## src/rtl/cwr_pkg.sv

```systemverilog
// cwr_pkg: shared constants and types for the window-report parser.
// Used by cwr_step and csi_window_report_parser. No dependencies.
`timescale 1ns / 1ps

package cwr_pkg;

  // accumulator width default for height and width
  localparam int NUM_BITS_DEF = 16;

  // character codes
  localparam logic [15:0] CH_ESC  = 16'h001B;
  localparam logic [15:0] CH_LBR  = 16'h005B;
  localparam logic [15:0] CH_SEMI = 16'h003B;
  localparam logic [15:0] CH_T    = 16'h0074;
  localparam logic [15:0] CH_ZERO = 16'h0030;
  localparam logic [15:0] CH_NINE = 16'h0039;

  // parser phases
  localparam logic [2:0] PH_IDLE = 3'd0;
  localparam logic [2:0] PH_ESC  = 3'd1;
  localparam logic [2:0] PH_OP0  = 3'd2;
  localparam logic [2:0] PH_OP   = 3'd3;
  localparam logic [2:0] PH_H0   = 3'd4;
  localparam logic [2:0] PH_H    = 3'd5;
  localparam logic [2:0] PH_W0   = 3'd6;
  localparam logic [2:0] PH_W    = 3'd7;

  localparam logic [6:0]  OP_MAX          = 7'd127;
  localparam logic [5:0]  LEN_MAX         = 6'd63;
  localparam logic [15:0] OUT_MAX         = 16'hFFFF;
  localparam logic [6:0]  EXPECTED_OP_RST = 7'd4;

  // narrow parser state (accumulators for sizes travel separately)
  typedef struct packed {
    logic [2:0] phase;
    logic [6:0] op_acc;
    logic [5:0] len_count;
  } ctl_t;

  // one result
  typedef struct packed {
    logic        match;
    logic [15:0] height;
    logic [15:0] width;
    logic [5:0]  report_len;
  } res_t;

endpackage

```

## src/rtl/csi_window_report_parser.sv

```systemverilog
// csi_window_report_parser: top level of the terminal window-size report scanner.
// Depends on cwr_pkg and cwr_step.
//
// Usage:
//  - Input channel s_axis_*: one 16-bit character per transaction.
//  - Output channel m_axis_*: exactly one result per input character.
//    m_axis_tuser is the match flag; tdata carries height, width and the
//    report length, all zero when there is no match.
//  - Config: cfg_we/cfg_wdata write expected_op (reset 4); write only while idle.
//  - Result: registered; each accepted input character writes its result into the output register.
//  - Throughput: one character per cycle while m_axis_tready is high. The parser state registers update
//    on each accepted character through a single pass of shift-add and
//    compare logic, so that logic does not limit the rate below that.
//  - Stall: the output register holds its result while m_axis_tready is low;
//    s_axis_tready stays high while the register is empty or being drained
//    in the same cycle, so a new character enters as the old result leaves.
//  - Reset (rst, synchronous): parser to idle, accumulators and length to zero,
//    output register empty, expected_op back to 4.
`timescale 1ns / 1ps

module csi_window_report_parser #(
  parameter int NUM_BITS = cwr_pkg::NUM_BITS_DEF
) (
  input  logic        clk,
  input  logic        rst,
  // input characters
  input  logic        s_axis_tvalid,
  output logic        s_axis_tready,
  input  logic [15:0] s_axis_tdata,   // [15:0] ch
  // results
  output logic        m_axis_tvalid,
  input  logic        m_axis_tready,
  output logic [39:0] m_axis_tdata,   // [15:0] height, [31:16] width, [37:32] report_len
  output logic        m_axis_tuser,   // [0] match
  // configuration
  input  logic        cfg_we,
  input  logic [6:0]  cfg_wdata       // expected_op
);

  logic [6:0]          expected_op;
  cwr_pkg::ctl_t       ctl;
  cwr_pkg::ctl_t       ctl_next;
  logic [NUM_BITS-1:0] height_acc;
  logic [NUM_BITS-1:0] height_acc_next;
  logic [NUM_BITS-1:0] width_acc;
  logic [NUM_BITS-1:0] width_acc_next;
  cwr_pkg::res_t       res_next;
  cwr_pkg::res_t       res;
  logic                out_valid;
  logic                in_fire;

  // output register free, or emptied this cycle
  assign s_axis_tready = !out_valid || m_axis_tready;
  assign in_fire       = s_axis_tvalid && s_axis_tready;

  always_ff @(posedge clk) begin
    if (rst) begin
      expected_op <= cwr_pkg::EXPECTED_OP_RST;
    end else if (cfg_we) begin
      expected_op <= cfg_wdata;
    end
  end

  cwr_step #(
    .NUM_BITS(NUM_BITS)
  ) u_step (
    .ch              (s_axis_tdata),
    .expected_op     (expected_op),
    .cur             (ctl),
    .height_acc      (height_acc),
    .width_acc       (width_acc),
    .nxt             (ctl_next),
    .height_acc_next (height_acc_next),
    .width_acc_next  (width_acc_next),
    .res             (res_next)
  );

  // parser state
  always_ff @(posedge clk) begin
    if (rst) begin
      ctl        <= '0;
      height_acc <= '0;
      width_acc  <= '0;
    end else if (in_fire) begin
      ctl        <= ctl_next;
      height_acc <= height_acc_next;
      width_acc  <= width_acc_next;
    end
  end

  // output register
  always_ff @(posedge clk) begin
    if (rst) begin
      out_valid <= 1'b0;
    end else if (in_fire) begin
      out_valid <= 1'b1;
    end else if (m_axis_tready) begin
      out_valid <= 1'b0;
    end
  end

  always_ff @(posedge clk) begin
    if (in_fire) begin
      res <= res_next;
    end
  end

  assign m_axis_tvalid = out_valid;
  assign m_axis_tuser  = res.match;
  assign m_axis_tdata  = {2'b00, res.report_len, res.width, res.height};

endmodule

```

## src/rtl/cwr_step.sv

```systemverilog
// cwr_step: next-state and result logic for one character of the report parser.
// Depends on cwr_pkg.
`timescale 1ns / 1ps

module cwr_step #(
  parameter int NUM_BITS = cwr_pkg::NUM_BITS_DEF
) (
  input  logic [15:0]         ch,
  input  logic [6:0]          expected_op,
  input  cwr_pkg::ctl_t       cur,
  input  logic [NUM_BITS-1:0] height_acc,
  input  logic [NUM_BITS-1:0] width_acc,
  output cwr_pkg::ctl_t       nxt,
  output logic [NUM_BITS-1:0] height_acc_next,
  output logic [NUM_BITS-1:0] width_acc_next,
  output cwr_pkg::res_t       res
);

  logic                is_digit;
  logic [3:0]          digit;
  logic [5:0]          len_inc;
  logic [10:0]         op_mul;
  logic [6:0]          op_sat;
  logic [NUM_BITS+3:0] h_mul;
  logic [NUM_BITS+3:0] w_mul;
  logic [NUM_BITS-1:0] h_sat;
  logic [NUM_BITS-1:0] w_sat;
  logic [15:0]         h_out;
  logic [15:0]         w_out;
  logic                hit;
  logic                consumed;

  assign is_digit = (ch >= cwr_pkg::CH_ZERO) && (ch <= cwr_pkg::CH_NINE);
  // low nibble of '0'..'9' is the digit value
  assign digit    = ch[3:0];
  assign len_inc  = (cur.len_count == cwr_pkg::LEN_MAX) ? cwr_pkg::LEN_MAX
                                                        : cur.len_count + 6'd1;

  // acc * 10 + digit as shift-add, saturating
  assign op_mul = ({4'b0, cur.op_acc} << 3) + ({4'b0, cur.op_acc} << 1) + {7'b0, digit};
  assign op_sat = (op_mul > {4'b0, cwr_pkg::OP_MAX}) ? cwr_pkg::OP_MAX : op_mul[6:0];

  assign h_mul = ({4'b0, height_acc} << 3) + ({4'b0, height_acc} << 1)
               + (NUM_BITS+4)'(digit);
  assign w_mul = ({4'b0, width_acc} << 3) + ({4'b0, width_acc} << 1)
               + (NUM_BITS+4)'(digit);
  assign h_sat = (h_mul[NUM_BITS+3:NUM_BITS] != 4'd0) ? '1 : h_mul[NUM_BITS-1:0];
  assign w_sat = (w_mul[NUM_BITS+3:NUM_BITS] != 4'd0) ? '1 : w_mul[NUM_BITS-1:0];

  // clamp to the 16-bit result fields
  assign h_out = (height_acc > NUM_BITS'(cwr_pkg::OUT_MAX)) ? cwr_pkg::OUT_MAX
                                                             : 16'(height_acc);
  assign w_out = (width_acc > NUM_BITS'(cwr_pkg::OUT_MAX)) ? cwr_pkg::OUT_MAX
                                                            : 16'(width_acc);

  always_comb begin
    nxt             = cur;
    height_acc_next = height_acc;
    width_acc_next  = width_acc;
    res             = '0;
    hit             = 1'b0;
    consumed        = 1'b0;

    if (ch == cwr_pkg::CH_ESC) begin
      // ESC restarts the sequence from anywhere
      nxt.phase       = cwr_pkg::PH_ESC;
      nxt.op_acc      = '0;
      nxt.len_count   = 6'd1;
      height_acc_next = '0;
      width_acc_next  = '0;
    end else if (cur.phase != cwr_pkg::PH_IDLE) begin
      nxt.len_count = len_inc;
      case (cur.phase)
        cwr_pkg::PH_ESC: begin
          if (ch == cwr_pkg::CH_LBR) begin
            nxt.phase = cwr_pkg::PH_OP0;
            consumed  = 1'b1;
          end
        end
        cwr_pkg::PH_OP0, cwr_pkg::PH_OP: begin
          if (is_digit) begin
            nxt.op_acc = op_sat;
            nxt.phase  = cwr_pkg::PH_OP;
            consumed   = 1'b1;
          end else if (cur.phase == cwr_pkg::PH_OP && ch == cwr_pkg::CH_SEMI) begin
            nxt.phase = cwr_pkg::PH_H0;
            consumed  = 1'b1;
          end
        end
        cwr_pkg::PH_H0, cwr_pkg::PH_H: begin
          if (is_digit) begin
            height_acc_next = h_sat;
            nxt.phase       = cwr_pkg::PH_H;
            consumed        = 1'b1;
          end else if (cur.phase == cwr_pkg::PH_H && ch == cwr_pkg::CH_SEMI) begin
            nxt.phase = cwr_pkg::PH_W0;
            consumed  = 1'b1;
          end
        end
        cwr_pkg::PH_W0, cwr_pkg::PH_W: begin
          if (is_digit) begin
            width_acc_next = w_sat;
            nxt.phase      = cwr_pkg::PH_W;
            consumed       = 1'b1;
          end else if (cur.phase == cwr_pkg::PH_W && ch == cwr_pkg::CH_T) begin
            hit = (cur.op_acc == expected_op) && (height_acc != '0) && (width_acc != '0);
          end
        end
        default: begin
          consumed = 1'b0;
        end
      endcase

      // sequence ended or broken: back to idle
      if (!consumed) begin
        nxt             = '0;
        height_acc_next = '0;
        width_acc_next  = '0;
      end
      if (hit) begin
        res.match      = 1'b1;
        res.height     = h_out;
        res.width      = w_out;
        res.report_len = len_inc;
      end
    end
  end

endmodule

```

## config.mk

```make
export PLATFORM = sky130hd
export DESIGN_NAME = csi_window_report_parser
export DESIGN_NICKNAME = d
export VERILOG_FILES = /design/src/rtl/cwr_pkg.sv /design/src/rtl/csi_window_report_parser.sv /design/src/rtl/cwr_step.sv
export SDC_FILE = /design/constraint.sdc
export NUM_CORES = 1
export LEC_CHECK = 0
export ABC_AREA = 1
export BUFFER_PORTS_ARGS = -buffer_cell sky130_fd_sc_hd__buf_2
export CORE_AREA = 3 3 182 95
export DETAILED_ROUTE_END_ITERATION = 8
export DIE_AREA = 0 0 185 98
export GPL_TIMING_DRIVEN = 0
export SETUP_SLACK_MARGIN = 0.05
export SYNTH_ARGS = -nofsm -noshare
export SYNTH_HDL_FRONTEND = slang
export SYNTH_SLANG_ARGS = --single-unit
```

## constraint.sdc

```tcl
create_clock -name clk -period 3.3 [get_ports clk]
set_input_delay 0.33 -clock clk [delete_from_list [all_inputs] [get_ports clk]]
set_output_delay 0.33 -clock clk [all_outputs]
set_load 0.005 [all_outputs]
```

== Word-level counts from Yosys, hierarchy flattened ==
Cells that the tools add are included.
Operators by class
  add/sub/neg operators: 7
  $lt $le $gt $ge: 5
  eq/ne operators: 22
  muxes and demuxes: 45
  bitwise operators: 2
  reduce and logical (&&, ||, !) cells: 26
Operator list (count)
  2-to-1 mux 16 bit: 17
  adder 19 x 17 -> 20 bit: 2
  adder 20 x 4 -> 20 bit: 2
  2-to-1 mux 39 bit: 1
  == test 16 x 7 -> 1 bit (second input constant): 2
  greater-than comparator 16 bit (second input constant): 2
  nonzero test 16 bit: 2
  2-to-1 mux 7 bit: 3
  2-to-1 mux 3 bit: 6
  == test 16 x 5 -> 1 bit (second input constant): 1
  == test 16 x 6 -> 1 bit (second input constant): 1
  greater-or-equal comparator 16 x 6 -> 1 bit (second input constant): 1
  less-or-equal comparator 16 x 6 -> 1 bit (second input constant): 1
  2-to-1 mux 1 bit: 15
  == test 3 bit (second input constant): 4
  one-hot mux 3 bit (4 select lines): 1
  AND reduction 4 bit: 3
  adder 10 x 8 -> 11 bit: 1
  adder 11 x 4 -> 11 bit: 1
  greater-than comparator 11 x 7 -> 1 bit (second input constant): 1
  inequality test 5 x 2 -> 1 bit (second input constant): 2
  inequality test 3 x 2 -> 1 bit (second input constant): 3
  inequality test 4 x 2 -> 1 bit (second input constant): 2
  nonzero test 4 bit: 2
  other kinds (19): 31
Word-level totals
  flip-flop bits (word level): 95
  input port bits: 28
  output and inout port bits: 43
  word-level logic and storage cells: 118

== Longest topological paths before layout ==
  depth after elaboration: 10
  depth in mapped cells: 16
  mapped depth without buffers: 15

== Hierarchy ==
A second synthesis with hierarchy kept.
Second synthesis, totals
  cells, all modules: 1362
  area total of the unflattened synthesis: 9032.4 um^2
Modules (own cells, without submodules)
  cwr_step: instances 1, cells each 970, area each 5328.9 um^2, seq. area each 0.0 um^2
  csi_window_report_parser: instances 1, cells each 392, area each 3703.6 um^2, seq. area each 2292.2 um^2

== Least setup slack after synthesis ==
Ideal clock, no wire load.
  kind: register -> register
  start point: register height_acc[0]
  end point: register height_acc[10]
  setup time: 0.143 ns
  arrival time: 2.437 ns
  required time: 3.157 ns
  path slack: 0.720 ns
  cell stages (with the launch flop): 16
  buffers on the path: 1
  period minus slack after synthesis: 2.580 ns
  path through: dfxtp_1 > fa_1 > fa_1 > nand3_1 > nand2_1 > nand2_1 > nand2_1 > nand2_1 > nand2_1 > nand2_1 > nand2_1 > nor2_2 > buf_4 > nand3_1 > nand2_1 > a21oi_2
On the way
  longest elaborated chain between the ends: 9
Ends and longest elaborated chain
  start, declared: line csi_window_report_parser.sv:43  | logic [NUM_BITS-1:0] height_acc;
  start signal, assigned: line csi_window_report_parser.sv:86  | height_acc <= height_acc_next;
  adder 19 x 17 -> 20 bit *: line cwr_step.sv:43  | assign h_mul = ({4'b0, height_acc} << 3) + ({4'b0, height_acc} << 1)
  adder 20 x 4 -> 20 bit *: line cwr_step.sv:44  | + (NUM_BITS+4)'(digit);
  nonzero test 4 bit: line cwr_step.sv:47  | assign h_sat = (h_mul[NUM_BITS+3:NUM_BITS] != 4'd0) ? '1 : h_mul[NUM_BITS-1:0];
  2-to-1 mux 16 bit *: line cwr_step.sv:47
  2-to-1 mux 16 bit *: line cwr_step.sv:91  | if (is_digit) begin
  2-to-1 mux 16 bit *: line cwr_step.sv:73  | case (cur.phase)
  2-to-1 mux 16 bit *: line cwr_step.sv:115  | if (!consumed) begin
  2-to-1 mux 16 bit *: line cwr_step.sv:71  | end else if (cur.phase != cwr_pkg::PH_IDLE) begin
  2-to-1 mux 16 bit *: line cwr_step.sv:64  | if (ch == cwr_pkg::CH_ESC) begin
Mark *: on every way between the ends. The rest lies on a longest branch, timed or not. The select of a mux whose other input is x is not followed.
A chain may end at the register's enable or synchronous reset.

== Worst setup path in the final report ==
Ends and elaborated chain as after synthesis.

==> reports/results.tsv <==
metric	value	unit
outcome	finished clean	
synth-to-layout area growth	13.30	%
first-pass GRT wire length	28230	um
GR Util All Layers	18.86	%
commonest cells after routing, fill and taps aside	236 x nand2_1, 147 x inv_1, 94 x nor2_1, 87 x nand3_1, 76 x ha_1	
Relative slew margins	42.78	%
Slew @ Worst Pin	0.8571	ns
root buf cell	clkbuf_16	
crit-path max FO	10	
initial core utilization	45.84	%
WL met1	8242	um
maxcap violations	0	
antenna violations before repair	0	
Worst EP arrival	3.19	ns
Unique masters post-synth	46	
Mapped Cells	973	
H-tree depth	3	
Avg WL per Cell	13.42	um
dpl cell area	7721	um2
Rows	32	
GPL Wtd Cong	0.8978	
most common cell after layout, fill and taps aside	nand2_1	
drc violations	0	
core box area	15530	um2
Final WS setup	0.3170	ns
setup TNS	0	ns
die height	98	um
Synth Warn #	0	
drt first pass iters	5	
Place WS	0.1722	ns
1st-iter DRT viols	385	
Buffers on Ports	68	
Mapped Area	7122	um2
CTS buffer count	9	
Die Area	18130	um2
synthesized area per cell	7.319	um2
RSZ-0062 raised after global routing	no	
routed length on met3	463	um
Required @ worst endpoint	3.50	ns
fin. max-slew vios	0	
Leak Pwr	3.950	nW
clock-pin slew of the registers on the worst-case setup and hold paths	0.07	ns
Startpoint Class	register	
TritonCTS clock tree	yes	
Setup Crit Path Kind	register to register	
highest ir drop seen on vdd	249.8	uV
Layout Skew	0.01784	ns
DPL Wire Length	13650	um
Via density	5.040	
pin count of the biggest net entering global routing	41	
share of layout cells above drive strength 1	13.71	%
Ports	71	
vias post-DR	6360	
later-pin clock latency in the skew report	0.35	ns
Die X	185	um
Power Dens Cells	335.5	nW/um2
Final ANT Viol Nets	0	
# setup viols final	0	
Final min period	2.983	ns
worst hold path type	input pin to register	
Longest Clk Path Bufs	2	
Routed WL	16940	um
synthesized flop and latch total	95	
gr ovfl total	0	
register area share after synthesis	32.19	%
top sig layer	met4	
Max Clk Rate	0.3352	GHz
crit end category	register	
Final Hold Viols	0	
met2 WL	8084	um
fin area	8069	um2
clk sinks	95	
Finished Layout Cells	1262	
ratio of final minimum period to clock period	90.39	%
Inst Count DP	1246	
Antenna diodes	0	
vias in the first global route	5924	
NumNets Final	1163	
-- metrics by stage --
| stage | utilization [%] | hold WS, ns | power, mW |
|---|---|---|---|
| floorplan | - | 0.4482 | 1.456 |
| global placement | 49.70 | 0.4654 | 1.537 |
| detailed placement | 49.70 | 0.4700 | 1.544 |
| CTS | 51.91 | 0.2083 | 2.726 |
| global route | 51.94 | 0.2249 | 2.820 |
| finish | 51.94 | 0.2049 | 2.707 |
-- logic make-up (layout without fill, tap and decap cells) --
family                   count (synthesis)  after routing  synth area share [%]
AND/OR/NAND/NOR                        484            484                 30.29
buffers and inverters                  174            258                 10.17
other                                    1              2               0.05266
flip-flops                              95             95                 32.19
XOR/XNOR                                26             26                 3.197
adder cells (fa/ha/maj)                 82             82                 15.04
AO/OA/AOI/OAI                          111            111                 9.065
-- layout make-up --
cell class / count / area (um2)
Fill cell: 1570 / 7466
Multi-Input combinational cell: 705 / 4114
Sequential cell: 95 / 2292
Inverter: 153 / 583.1
Timing Repair Buffer: 68 / 340.3
Tap cell: 204 / 255.2
Clock buffer: 11 / 254.0
Buffer: 21 / 141.4
Clock inverter: 5 / 88.84
-- power by group --
| group | switching (mW) | internal, mW |
|---|---|---|
| combinational | 0.144 | 0.0904 |
| sequential | 0.0238 | 1.26 |
| clock | 0.472 | 0.719 |
| total | 0.640 | 2.07 |
-- sequential cells by signal, summed over array words and instances (netlist names) --
| name | flops |
|---|---|
| m_axis_tdata | 38 |
| ctl | 16 |
| height_acc | 16 |
| width_acc | 16 |
| expected_op | 7 |
| m_axis_tuser | 1 |
| m_axis_tvalid | 1 |
-- cell usage after synthesis, drive strengths merged --
library cell	number	area share [%]
ha	76	13
a221oi	1	0.12
nand4	16	1.5
nor2	109	6.4
conb	1	0.053
a31oi	2	0.18
o22ai	2	0.18
a2111oi	1	0.21
nand3	90	6.7
o211ai	1	0.11
xor2	6	0.74
xnor2	20	2.5
and2	3	0.26
nand3b	5	0.53
buf	14	1.6
edfxtp	39	16
o41ai	1	0.12
dfxtp	56	16
a21oi	75	6.0
fa	6	1.7
clkinv	1	0.070
o21ai	23	1.7
o21bai	4	0.42
inv	152	8.1
nand2	241	13
a211oi	1	0.11
or2	1	0.088
nor4	7	0.83
nor3	12	0.91
clkbuf	7	0.37
-- worst max-delay path, stage by stage, from the launching register on --
cell and delay, ns:
dfxtp_1 0.46, fa_1 0.51, fa_1 0.51, nand3_1 0.11, nand2_1 0.10, nand2_1 0.07
nand2_1 0.08, nand2_1 0.10, nand2_1 0.05, nand2_1 0.05, nand2_1 0.05, nor2_2 0.30
buf_4 0.23, nand3_1 0.08, nand2_1 0.09, a21oi_2 0.05
-- what timing repair did --
action | in CTS | in global routing
resized for setup | 0 | 1
setup endpoints to repair | 0 | 10
hold buffers | 0 | 0
buffers inserted | 0 | 0
-- worst paths after layout --
path | slack [ns] | depth (start not counted) | end | startpoint
min | 0.20 | 3 | expected_op[2]$_SDFFE_PP1P_ | cfg_wdata[2]
min reg2reg | 0.48 | 2 | expected_op[2]$_SDFFE_PP1P_ | expected_op[2]$_SDFFE_PP1P_
max reg2reg | 0.32 | 15 | height_acc[10]$_SDFFE_PP0P_ | height_acc[0]$_SDFFE_PP0P_
max | 0.32 | 15 | height_acc[10]$_SDFFE_PP0P_ | height_acc[0]$_SDFFE_PP0P_
-- metal layers --
metal  track usage (%)  up-vias
li1                  -     3328
met4             3.514        0
met2             32.68       88
met5                 0        -
met3             2.642       10
met1             25.36     2934
Power figures use the tool's default switching activity.
